===== src/rtl/brs_pkg.sv =====
// Package for the byte ring sync search block: status codes, register indexes,
// field widths, controller states and the command/status structs.
// Used by brs_ctrl, brs_dpath and byte_ring_sync_search; depends on nothing.
package brs_pkg;

	// Default geometry.
	localparam int DEF_BUFFER_DEPTH = 256;
	localparam int DEF_MAX_PATTERN  = 8;

	// Fixed field widths.
	localparam int BYTE_W     = 8;
	localparam int PATTERN_W  = 64;
	localparam int PLEN_W     = 4;
	localparam int STATUS_W   = 3;
	localparam int POS_W      = 8;
	localparam int FILL_W     = 9;
	localparam int CFG_IDX_W  = 1;
	localparam int OUT_DATA_W = 24;

	// Configuration register indexes and reset values.
	localparam logic [CFG_IDX_W-1:0] REG_SYNC_PATTERN   = 1'b0;
	localparam logic [CFG_IDX_W-1:0] REG_PATTERN_LENGTH = 1'b1;
	localparam logic [PATTERN_W-1:0] PATTERN_RESET      = 64'h0000_0000_0000_6405;
	localparam logic [PLEN_W-1:0]    LENGTH_RESET       = 4'd2;

	// Item kinds carried on s_tuser.
	localparam logic MODE_WRITE = 1'b0;
	localparam logic MODE_SYNC  = 1'b1;

	typedef enum logic [STATUS_W-1:0] {
		ST_STORED    = 3'd0,
		ST_FULL      = 3'd1,
		ST_FOUND     = 3'd2,
		ST_NOT_FOUND = 3'd3,
		ST_BAD_LEN   = 3'd4
	} status_t;

	typedef enum logic [1:0] {
		S_IDLE,
		S_SCAN,
		S_COMMIT
	} state_t;

	// Commands from the controller to the datapath.
	typedef struct packed {
		logic write_item;  // store the accepted byte and load its result
		logic bad_item;    // load a bad-length result
		logic scan_start;  // clear the scan counters
		logic scan_run;    // stream bytes out of the store
		logic scan_close;  // register the pointer skip
		logic commit;      // move the pointers and load the sync result
	} brs_cmd_t;

	// Status from the datapath to the controller.
	typedef struct packed {
		logic bad_len;     // pattern length outside the supported range
		logic hit;         // window holds a full pattern match
		logic drained;     // every held byte has reached the window
	} brs_stat_t;

	// Byte j of the pattern register.
	function automatic logic [BYTE_W-1:0] pat_byte(input logic [PATTERN_W-1:0] pat,
			input logic [2:0] j);
		return pat[{j, 3'b000} +: BYTE_W];
	endfunction

endpackage


===== src/rtl/brs_ctrl.sv =====
// Controller state machine of the byte ring sync search block.
// Sequences writes, bad-length replies and sync scans; owns the output valid.
// Depends on brs_pkg.
module brs_ctrl
	import brs_pkg::*;
(
	input  logic      clk,
	input  logic      arst_n,
	input  logic      s_tvalid,
	output logic      s_tready,
	input  logic      mode,
	output logic      m_tvalid,
	input  logic      m_tready,
	input  brs_stat_t stat,
	output brs_cmd_t  cmd
);

	state_t state_q, state_nxt;
	logic   out_valid_q;
	logic   out_load;
	logic   accept;

	assign s_tready = (state_q == S_IDLE) && (!out_valid_q || m_tready);
	assign accept   = s_tvalid && s_tready;
	assign m_tvalid = out_valid_q;
	assign out_load = cmd.write_item || cmd.bad_item || cmd.commit;

	always_ff @(posedge clk or negedge arst_n) begin
		if (!arst_n) begin
			state_q     <= S_IDLE;
			out_valid_q <= 1'b0;
		end else begin
			state_q <= state_nxt;
			if (out_load) begin
				out_valid_q <= 1'b1;
			end else if (m_tready) begin
				out_valid_q <= 1'b0;
			end
		end
	end

	always_comb begin
		state_nxt = state_q;
		cmd       = '0;
		unique case (state_q)
			S_IDLE: begin
				if (accept) begin
					if (mode == MODE_WRITE) begin
						cmd.write_item = 1'b1;
					end else if (stat.bad_len) begin
						cmd.bad_item = 1'b1;
					end else begin
						cmd.scan_start = 1'b1;
						state_nxt      = S_SCAN;
					end
				end
			end
			S_SCAN: begin
				cmd.scan_run = 1'b1;
				if (stat.hit || stat.drained) begin
					cmd.scan_close = 1'b1;
					state_nxt      = S_COMMIT;
				end
			end
			S_COMMIT: begin
				cmd.commit = 1'b1;
				state_nxt  = S_IDLE;
			end
			default: begin
				state_nxt = S_IDLE;
			end
		endcase
	end

	// The scan result is committed in the cycle right after the scan closes.
	a_close_then_commit: assert property (@(posedge clk) disable iff (!arst_n)
		cmd.scan_close |=> cmd.commit)
		else $error("scan closed without a commit in the next cycle");

	// A sync result is only loaded into an output register that is free.
	a_commit_slot_free: assert property (@(posedge clk) disable iff (!arst_n)
		cmd.commit |-> (!out_valid_q || m_tready))
		else $error("sync result overwrote a pending result");

	// Only one result source loads the output register in a cycle.
	a_one_load: assert property (@(posedge clk) disable iff (!arst_n)
		$onehot0({cmd.write_item, cmd.bad_item, cmd.commit}))
		else $error("more than one result loaded at once");

endmodule


===== src/rtl/brs_dpath.sv =====
// Datapath of the byte ring sync search block: configuration registers, the
// byte store, ring pointers, the scan window and the output register.
// Depends on brs_pkg; commanded by brs_ctrl.
module brs_dpath
	import brs_pkg::*;
#(
	parameter int BUFFER_DEPTH = DEF_BUFFER_DEPTH,
	parameter int MAX_PATTERN  = DEF_MAX_PATTERN
) (
	input  logic                  clk,
	input  logic                  arst_n,
	input  logic                  cfg_wr,
	input  logic [CFG_IDX_W-1:0]  cfg_index,
	input  logic [PATTERN_W-1:0]  cfg_data,
	input  logic [BYTE_W-1:0]     data_byte,
	input  brs_cmd_t              cmd,
	output brs_stat_t             stat,
	output logic [STATUS_W-1:0]   status,
	output logic [POS_W-1:0]      read_position,
	output logic [FILL_W-1:0]     fill_count
);

	localparam int AW = $clog2(BUFFER_DEPTH);
	localparam int CW = AW + 1;

	logic [PATTERN_W-1:0] pattern_q;
	logic [PLEN_W-1:0]    plen_q;

	logic [BYTE_W-1:0] mem [BUFFER_DEPTH];
	logic [AW-1:0]     rd_ptr_q, wr_ptr_q;
	logic [CW-1:0]     held_q;

	logic [CW-1:0]     iss_cnt_q, rcv_cnt_q, skip_q;
	logic              vld_s1;
	logic [BYTE_W-1:0] rdata_s1;
	logic [BYTE_W-1:0] win_q [MAX_PATTERN];
	logic              found_q;

	status_t           out_status_q;
	logic [POS_W-1:0]  out_pos_q;
	logic [FILL_W-1:0] out_fill_q;

	logic              full;
	logic              issue;
	logic [AW-1:0]     rd_addr;
	logic              hit_bytes, hit;
	logic              tail_ok;
	logic [PLEN_W-1:0] tail_len;
	logic [AW-1:0]     new_rd;
	logic [CW-1:0]     new_held;

	assign full     = (held_q == CW'(BUFFER_DEPTH));
	assign issue    = cmd.scan_run && (iss_cnt_q < held_q);
	assign rd_addr  = rd_ptr_q + iss_cnt_q[AW-1:0];
	assign new_rd   = rd_ptr_q + skip_q[AW-1:0];
	assign new_held = held_q - skip_q;

	// Newest byte sits in win_q[0]; a match ending there needs
	// win_q[p] to equal pattern byte plen-1-p for every p below plen.
	always_comb begin
		hit_bytes = 1'b1;
		for (int p = 0; p < MAX_PATTERN; p++) begin
			if ((PLEN_W'(p) < plen_q) &&
					(win_q[p] != pat_byte(pattern_q, 3'(plen_q - PLEN_W'(p + 1))))) begin
				hit_bytes = 1'b0;
			end
		end
	end

	assign hit = hit_bytes && (rcv_cnt_q >= CW'(plen_q));

	// Longest held tail, shorter than the pattern, that is a pattern prefix.
	always_comb begin
		tail_len = '0;
		tail_ok  = 1'b0;
		for (int l = 1; l < MAX_PATTERN; l++) begin
			tail_ok = (PLEN_W'(l) < plen_q) && (CW'(l) <= rcv_cnt_q);
			for (int j = 0; j < l; j++) begin
				if (win_q[l - 1 - j] != pattern_q[8 * j +: BYTE_W]) begin
					tail_ok = 1'b0;
				end
			end
			if (tail_ok) begin
				tail_len = PLEN_W'(l);
			end
		end
	end

	assign stat.bad_len = (plen_q == '0) || (plen_q > PLEN_W'(MAX_PATTERN));
	assign stat.hit     = hit;
	assign stat.drained = (rcv_cnt_q == held_q);

	// Configuration registers.
	always_ff @(posedge clk or negedge arst_n) begin
		if (!arst_n) begin
			pattern_q <= PATTERN_RESET;
			plen_q    <= LENGTH_RESET;
		end else if (cfg_wr) begin
			unique case (cfg_index)
				REG_SYNC_PATTERN:   pattern_q <= cfg_data;
				REG_PATTERN_LENGTH: plen_q    <= cfg_data[PLEN_W-1:0];
				default: ;
			endcase
		end
	end

	// Byte store: one write or one registered read per cycle.
	always_ff @(posedge clk) begin
		if (cmd.write_item && !full) begin
			mem[wr_ptr_q] <= data_byte;
		end
		if (issue) begin
			rdata_s1 <= mem[rd_addr];
		end
	end

	// Ring pointers and scan control.
	always_ff @(posedge clk or negedge arst_n) begin
		if (!arst_n) begin
			rd_ptr_q  <= '0;
			wr_ptr_q  <= '0;
			held_q    <= '0;
			iss_cnt_q <= '0;
			rcv_cnt_q <= '0;
			vld_s1    <= 1'b0;
		end else begin
			if (cmd.write_item && !full) begin
				wr_ptr_q <= wr_ptr_q + AW'(1);
				held_q   <= held_q + CW'(1);
			end
			if (cmd.commit) begin
				rd_ptr_q <= new_rd;
				held_q   <= new_held;
			end
			if (cmd.scan_start) begin
				iss_cnt_q <= '0;
				rcv_cnt_q <= '0;
				vld_s1    <= 1'b0;
			end else begin
				vld_s1 <= issue;
				if (issue) begin
					iss_cnt_q <= iss_cnt_q + CW'(1);
				end
				if (vld_s1) begin
					rcv_cnt_q <= rcv_cnt_q + CW'(1);
				end
			end
		end
	end

	// Scan window and scan result.
	always_ff @(posedge clk) begin
		if (vld_s1) begin
			win_q[0] <= rdata_s1;
			for (int k = 1; k < MAX_PATTERN; k++) begin
				win_q[k] <= win_q[k - 1];
			end
		end
		if (cmd.scan_close) begin
			found_q <= hit;
			skip_q  <= hit ? (rcv_cnt_q - CW'(plen_q)) : (held_q - CW'(tail_len));
		end
	end

	// Output register.
	always_ff @(posedge clk) begin
		if (cmd.write_item) begin
			out_status_q <= full ? ST_FULL : ST_STORED;
			out_pos_q    <= POS_W'(rd_ptr_q);
			out_fill_q   <= full ? FILL_W'(held_q) : FILL_W'(held_q + CW'(1));
		end else if (cmd.bad_item) begin
			out_status_q <= ST_BAD_LEN;
			out_pos_q    <= POS_W'(rd_ptr_q);
			out_fill_q   <= FILL_W'(held_q);
		end else if (cmd.commit) begin
			out_status_q <= found_q ? ST_FOUND : ST_NOT_FOUND;
			out_pos_q    <= POS_W'(new_rd);
			out_fill_q   <= FILL_W'(new_held);
		end
	end

	assign status        = out_status_q;
	assign read_position = out_pos_q;
	assign fill_count    = out_fill_q;

	// The read pointer plus the held count always lands on the write pointer.
	a_ring_consistent: assert property (@(posedge clk) disable iff (!arst_n)
		wr_ptr_q == AW'(rd_ptr_q + held_q[AW-1:0]))
		else $error("ring pointers and held count disagree");

	// The held count never exceeds the ring depth.
	a_held_bound: assert property (@(posedge clk) disable iff (!arst_n)
		held_q <= CW'(BUFFER_DEPTH))
		else $error("held count above ring depth");

	// Bytes reach the window only after their read was issued.
	a_rcv_after_issue: assert property (@(posedge clk) disable iff (!arst_n)
		rcv_cnt_q <= iss_cnt_q)
		else $error("window received more bytes than were read");

endmodule


===== src/rtl/byte_ring_sync_search.sv =====
// Top level of the byte ring sync search block: stream ports, configuration
// port, controller and datapath.
// Depends on brs_pkg, brs_ctrl and brs_dpath.
//
// Sequencing: a write or a bad-length sync transaction loads its result at the
// accepting edge; with m_tready high the next one can be accepted in the next
// cycle. A sync search streams the held bytes (up to the end of the first match,
// or every held byte) through the registered store read into the window, closes
// the scan and loads its result in the commit state; new input waits for idle.
// Reset clears pointers, held count, output valid and configuration registers, not the store.
module byte_ring_sync_search
	import brs_pkg::*;
#(
	parameter int BUFFER_DEPTH = DEF_BUFFER_DEPTH,
	parameter int MAX_PATTERN  = DEF_MAX_PATTERN
) (
	input  logic                  clk,
	input  logic                  arst_n,
	// Input stream. s_tdata: data_byte[7:0]. s_tuser: mode[0].
	input  logic                  s_tvalid,
	output logic                  s_tready,
	input  logic [BYTE_W-1:0]     s_tdata,
	input  logic                  s_tuser,
	// Result stream. m_tdata: read_position[7:0], fill_count[16:8], zeros
	// [23:17]. m_tuser: status[2:0].
	output logic                  m_tvalid,
	input  logic                  m_tready,
	output logic [OUT_DATA_W-1:0] m_tdata,
	output logic [STATUS_W-1:0]   m_tuser,
	// Configuration write channel. Index 0 is the sync pattern, index 1 the
	// pattern length.
	input  logic                  cfg_valid,
	output logic                  cfg_ready,
	input  logic [CFG_IDX_W-1:0]  cfg_index,
	input  logic [PATTERN_W-1:0]  cfg_data
);

	brs_cmd_t          cmd;
	brs_stat_t         stat;
	logic [POS_W-1:0]  read_position;
	logic [FILL_W-1:0] fill_count;

	// Configuration writes are always accepted. The user must issue them only
	// while the block is idle, so no scan sees a register change; the block does not enforce it.
	assign cfg_ready = 1'b1;

	// The controller decides what each accepted transaction does and when
	// the output register holds a result.
	brs_ctrl u_ctrl (
		.clk      (clk),
		.arst_n   (arst_n),
		.s_tvalid (s_tvalid),
		.s_tready (s_tready),
		.mode     (s_tuser),
		.m_tvalid (m_tvalid),
		.m_tready (m_tready),
		.stat     (stat),
		.cmd      (cmd)
	);

	// The datapath holds the ring, streams it through the pattern window
	// during a sync search, and registers the result fields.
	brs_dpath #(
		.BUFFER_DEPTH (BUFFER_DEPTH),
		.MAX_PATTERN  (MAX_PATTERN)
	) u_dpath (
		.clk           (clk),
		.arst_n        (arst_n),
		.cfg_wr        (cfg_valid && cfg_ready),
		.cfg_index     (cfg_index),
		.cfg_data      (cfg_data),
		.data_byte     (s_tdata),
		.cmd           (cmd),
		.stat          (stat),
		.status        (m_tuser),
		.read_position (read_position),
		.fill_count    (fill_count)
	);

	assign m_tdata = {(OUT_DATA_W - POS_W - FILL_W)'(0), fill_count, read_position};

endmodule


===== config.mk =====
export PLATFORM = sky130hd
export DESIGN_NAME = byte_ring_sync_search
export DESIGN_NICKNAME = d
export VERILOG_FILES = /design/src/rtl/brs_pkg.sv /design/src/rtl/brs_ctrl.sv /design/src/rtl/brs_dpath.sv /design/src/rtl/byte_ring_sync_search.sv
export SDC_FILE = /design/constraint.sdc
export NUM_CORES = 2
export LEC_CHECK = 0
export BUFFER_PORTS_ARGS = -buffer_cell sky130_fd_sc_hd__buf_2
export CAP_MARGIN = 5
export CORE_ASPECT_RATIO = 1.25
export CORE_MARGIN = 2
export CORE_UTILIZATION = 25
export DETAILED_ROUTE_END_ITERATION = 6
export PLACE_DENSITY = 0.5
export SLEW_MARGIN = 20
export SYNTH_ARGS = -nofsm -noshare
export SYNTH_HDL_FRONTEND = slang
export SYNTH_HIERARCHICAL = 1
export SYNTH_SLANG_ARGS = --single-unit
export TNS_END_PERCENT = 1

===== constraint.sdc =====
create_clock -name clk -period 6.76 [get_ports clk]
set_clock_uncertainty 0.15 [all_clocks]
set_input_delay 1.014 -clock clk [delete_from_list [all_inputs] [get_ports clk]]
set_output_delay 1.014 -clock clk [all_outputs]
set_load 0.005 [all_outputs]

# Word level (Yosys, flattened, before mapping)
# Memory sizes are Yosys's and may differ from the RTL's. A register that Yosys moved wholly into a read port is not among the register bits.
# Index checks and enable logic that the tools add are counted.
[word_totals] inputBits=79 wordCells=225 ff_bits=145 out_inout_bits=30 memories=2 mem_bits_rw=2112
[memory_table] name="u_dpath.mem" depth=256 width=8 read_ports=1 rd_clocked_by_memory_dff=1 wr=1 line="brs_dpath.sv:29" text="logic [BYTE_W-1:0] mem [BUFFER_DEPTH];"
[memory_table] name="u_dpath.win_q" depth=8 width=8 read_ports=8 rd_clocked_by_memory_dff=0 wr=8 line="brs_dpath.sv:36" text="logic [BYTE_W-1:0] win_q [MAX_PATTERN];"
[classes] muxes=83 shifts=8 n_eq_ne=44 addsub=17 n_lt_le_gt_ge=18 n_reduce_logical=37 n_bitwise=1
[op_table] op="64-bit by 7-bit variable part select with 8-bit output" n=8
[op_table] op="8-bit inequality test" n=36
[op_table] op="9-bit 2-to-1 mux" n=11
[op_table] op="1-bit 2-to-1 mux" n=51
[op_table] op="3-bit by 9-bit <= comparator with 1-bit output (first input constant)" n=4
[op_table] op="9-bit by 1-bit adder with 9-bit output (second input constant)" n=3
[op_table] op="3-bit 2-to-1 mux" n=9
[op_table] op="8-bit 2-to-1 mux" n=3
[op_table] op="1-bit logical AND" n=20
[op_table] op="2-bit by 9-bit <= comparator with 1-bit output (first input constant)" n=2
[op_table] op="8-bit adder" n=2
[op_table] op="3-bit by 4-bit less-than comparator with 1-bit output (first input constant)" n=4
[op_table] op="2-bit 2-to-1 mux" n=8
[op_table] op="3-bit subtractor (second input constant)" n=4
[op_table] op="9-bit equality test" n=1
[op_table] op="9-bit equality test (second input constant)" n=1
[op_table] op="9-bit by 4-bit greater-or-equal comparator with 1-bit output" n=1
[op_table] op="1-bit by 9-bit <= comparator with 1-bit output (first input constant)" n=1
[op_table] op="9-bit less-than comparator" n=1
[op_table] op="9-bit by 3-bit subtractor with 9-bit output" n=1
[op_table] op="9-bit by 4-bit subtractor with 9-bit output" n=1
[op_table] op="9-bit subtractor" n=1
[op_table] op="8-bit by 1-bit adder with 8-bit output (second input constant)" n=1
[op_table] op="1-bit by 4-bit less-than comparator with 1-bit output (first input constant)" n=2
[op_table] op="other kinds (18)" n=32

# Depth between registers and ports, before layout
[logic_depth] depth_word=19 depth_mapped=22

# Hierarchy
# Netlist, hierarchy kept.
[by_module_without_submodules] mod="brs_dpath" cells_each=4764 instances=1 area_per_inst_um2=95240.1
[by_module_without_submodules] mod="brs_ctrl" cells_each=21 instances=1 area_per_inst_um2=197.7
[by_module_without_submodules] mod="byte_ring_sync_search" cells_each=10 instances=1 area_per_inst_um2=67.6

# Worst setup path after synthesis
# OpenSTA, ideal clock, no wires.
[synth_path] kind="flip-flop to flip-flop" from="reg u_dpath.plen_q[1]" to="reg u_dpath.found_q (enable)" t_arrival_ns=4.464 synth_period_minus_slack_ns=4.991 required_time_ns=6.234 setup_slack_ns=1.769 stages_incl_launch_ff=21 setup_time_ns=0.376 path_cell_list="dfstp_2 buf_4 buf_4 buf_2 inv_1 ha_1 buf_2 buf_2 buf_2 mux4_2 mux2i_1 xor2_1 nand3_1 nor4_1 nand2_1 a22oi_1 and4b_1 buf_4 buf_4 nor2_1 nor2_1"
[synth_rtl] element="start: declaration" line="brs_dpath.sv:27" text="logic [PLEN_W-1:0] plen_q;"
[synth_rtl] element="start signal: assignment" line="brs_dpath.sv:101" text="REG_PATTERN_LENGTH: plen_q <= cfg_data[PLEN_W-1:0];"
[synth_rtl] element="end signal: assignment" line="brs_dpath.sv:160" text="found_q <= hit;"
[synth_rtl] element="end: declaration" line="brs_dpath.sv:37" text="logic found_q;"

# Worst setup path after layout
[layout_path] from="reg u_dpath.iss_cnt_q[0]" to="reg u_dpath.rdata_s1[5], read port of u_dpath.mem (data pin)"
[layout_between] elab_chain_len=2
[layout_rtl] element="start: declaration" line="brs_dpath.sv:33" text="logic [CW-1:0] iss_cnt_q, rcv_cnt_q, skip_q;"
[layout_rtl] element="start signal: assignment" line="brs_dpath.sv:142" text="iss_cnt_q <= iss_cnt_q + CW'(1);"
[layout_rtl] element="9-bit less-than comparator" line="brs_dpath.sv:53" text="assign issue = cmd.scan_run && (iss_cnt_q < held_q);"
[layout_rtl] element="1-bit logical AND" line="brs_dpath.sv:53"
[layout_rtl] element="end: declaration" line="brs_dpath.sv:35" text="logic [BYTE_W-1:0] rdata_s1;"
# Parallel ways exist; a longest one is shown, timed or not.
# A chain may end at the register's enable or synchronous reset.

==> run metrics <==
syn avg cell area=19.9 um2; static leakage=34.2 nW; effective utilization at floorplan=0.251; EDFF count, synth=2150; Max clock buf depth=4; Reg2Reg Depth=9; Detailed Route WL=263000 um; switching part of the total=0.350; Cells after Synth=4795; Worst path slowest cell=fa_4; CP startpoint=u_dpath/iss_cnt_q[0]; Final #Nets=5069; fin worst setup slack=876 ps; fraction of layout cells with a size suffix above 1=0.283; GRT Util Overall=0.134; hold path endpoint=u_dpath/pattern_q[27]; Avg WL per Cell=25.7 um; first-pass GRT wire length=376000 um; DIE AREA=387000 um2; min-delay src=cfg_data[27]; most frequent cell on the critical path=mux4_2; outcome=finished, final reports clean; Hold Fails Final Rpt=0; crit share post-route=0.870; CTS tree=done; row cnt=253; Final Max Tran Viols=0; root buf cell=clkbuf_16; sw power=0.0179 W; final setup fails=0; CP Data Arrival Time=6290 ps; R2R Path End=u_dpath/rdata_s1[5]; Max rail drop VDD=0.540 mV; Async S/R FF share, synth=0.0508; sequential area share after synthesis=0.706; startpoint types=register; postcts setup bufs=0; Routed Antenna Nets=0; Crit Path Class=reg -> reg; I/O pins=109; grt ovf=0; layout overhead on the synthesized area=15.5%; largest net degree at the start of global routing=177; DIE WIDTH=557 um; Worst slew margin=0.244; crit path capture type=register; Num CTS Buffers=243; yosys warns=6; Distinct cells, synth=61; Sinks on Clock Net=2265; final core utilization=0.290; RSZ-0062 raised after global routing=false; fmax=170 MHz; cell area after synthesis=95500 um2; initial antenna violation count=12; Reg clk slew, reported paths=60 ps; Power per Cell Area=465 nW/um2; Final min period=5880 ps; vias per cell=4.61; Crit Path Max Fanout=104; # H-tree levels=4; Core Footprint=380000 um2; Worst path max stage delay=1010 ps; Die Height=695 um; vias in the first global route=49000; hpwl dp=161000 um; dominant synthesized flop cell=edfxtp_1; Initial DRC Count=4485; DRC viols=0; worst min path class=in -> reg; Slew @ Worst Pin=1130 ps; GPL Wtd Cong=0.881; clock latency on the worst-skew pair=910 ps; TritonRoute pass-1 iters=6; critical path data required time=7160 ps; Reg-to-Reg Start=u_dpath/iss_cnt_q[0]; Vias=47200; sequential share of power=0.338; Power Total=0.0512 W; Port Buf Inserts=100; Yosys reg bits=2265; Setup TNS=0 ps; internal power=0.0333 W; pre-CTS setup slack=1030 ps; hold path depth=2; share of total power in combinational logic=0.404; Reg2Reg Setup Slack=880 ps; CP Cell Sequence=ha_4, fa_4, buf_12, buf_4, mux4_2, mux4_2, mux4_2, a211oi_1, a21oi_1; power share of the clock group=0.257; Max Cap Viol=0
==> cells in the final DEF (no fill, tap or decap), drive strengths merged, types with 44 or more instances in the layout <==
cell	count
xnor2	218
nand4	70
dfrtp	109
inv	71
clkbuf	293
buf	231
edfxtp	2150
mux2	93
nand2	85
mux2i	110
clkinv	98
ha	51
a21oi	44
nor2	318
xor2	163
mux4	728
==> synth_stat cells, types with 4 or more instances <==
cell,n,share of area
edfxtp_1,2150,0.68
mux4_2,728,0.17
nor2_1,317,0.012
xnor2_1,218,0.020
clkbuf_1,189,0.0074
xor2_1,163,0.015
mux2i_1,110,0.012
dfrtp_1,109,0.029
mux2_2,93,0.011
nand2_1,85,0.0033
buf_2,75,0.0039
nand4_1,70,0.0046
inv_1,60,0.0024
buf_1,55,0.0022
ha_1,51,0.0067
a21oi_1,44,0.0023
nor4_1,35,0.0023
o21ai_0,35,0.0018
nand3_1,22,0.0012
nor2b_1,22,0.0014
buf_4,21,0.0017
nor3_1,21,0.0011
a21o_1,17,0.0013
a211oi_1,11,0.00086
o22ai_1,9,0.00059
nand2b_1,7,0.00046
o21bai_1,7,0.00055
dfstp_2,6,0.0017
and3_1,5,0.00033
fa_1,5,0.0010
or3_1,5,0.00033
buf_6,4,0.00047
o221ai_1,4,0.00037
==> metal layers <==
layer  global-route usage  vias to the layer above  routed length (um)
met1                0.173                    25700              108000
li1                     -                    19700                   -
met3               0.0198                      410               13500
met4               0.0395                        0                8130
met2                0.231                     1409              133000
met5                    0                        -                   0
==> worst max-delay path by stage <==
stage | to | cells past startpoint | slack [ps]
6_report | u_dpath/rdata_s1[5] | 9 | 880
5_1_grt | u_dpath/rdata_s1[3] | 9 | 840
4_1_cts | u_dpath/rdata_s1[5] | 9 | 1020
3_5_place_dp | u_dpath/rdata_s1[5] | 9 | 1030
3_3_place_gp | u_dpath/rdata_s1[5] | 9 | 1040
2_1_floorplan | u_dpath/found_q | 20 | 1770
==> power by group through the flow <==
stage | Clock, W | Sequential [W] | Combinational [W]
CTS | 0.0136 | 0.0173 | 0.0213
global route | 0.0141 | 0.0174 | 0.0218
detailed placement | 0 | 0.0176 | 0.0212
global placement | 0 | 0.0176 | 0.0212
floorplan | 0 | 0.0165 | 0.0142
finish | 0.0132 | 0.0173 | 0.0207
==> stage by stage <==
stage                     hold WS, ps  instance area [um2]  std cells
after global routing              181               110000      10200
after CTS                         147               110000      10200
after detailed placement          279               102000       9788
after global placement            271               102000       9788
after floorplan                   250                95500       4801
final                             226               110000      10200
==> cells by family after synthesis <==
family	synth area share
flops	0.706
mux	0.194
simple gates	0.0288
buf+inv	0.0181
xor+xnor	0.0349
compound gates	0.00998
fa+ha+maj	0.00773
other cells	0.0000786
==> registers in the layout (all words and copies together), names as in the netlist <==
signal                 cells
u_dpath/pattern_q         64
u_ctrl/m_tvalid            1
u_dpath/skip_q             9
u_dpath/held_q             9
u_dpath/status             3
u_dpath/rd_ptr_q           8
u_dpath/rdata_s1           8
u_dpath/mem             2048
u_dpath/found_q            1
u_dpath/win_q             64
u_dpath/wr_ptr_q           8
u_dpath/vld_s1             1
u_ctrl/state_q             2
u_dpath/plen_q             4
u_dpath/read_position      8
u_dpath/rcv_cnt_q          9
u_dpath/fill_count         9
u_dpath/iss_cnt_q          9
==> worst max-delay path: cells and delay by family (launching register included) <==
kind,cells,cell delay [ps]
muxes,3,1490
buffers and inverters,2,890
DFF,1,480
AOI/OAI and AO/OA,2,1100
adders and majority gates,2,1220
==> cell type report <==
type,instances,area [um2]
fillers,37100,270000
flip-flops and latches,2265,67500
multi-input cells,2130,26500
clock buffers,293,6380
well taps,5100,6380
repair buffers,232,1870
clock inverters,144,1450
inverters,62,233
diodes,4,10.0
==> repair_timing <==
item | 4_1_cts | 5_1_grt
hold endpoints to repair | 48 | 0
hold buffers | 1 | 0
gates resized for setup | 0 | 0
Power figures use the tool's default switching activity.
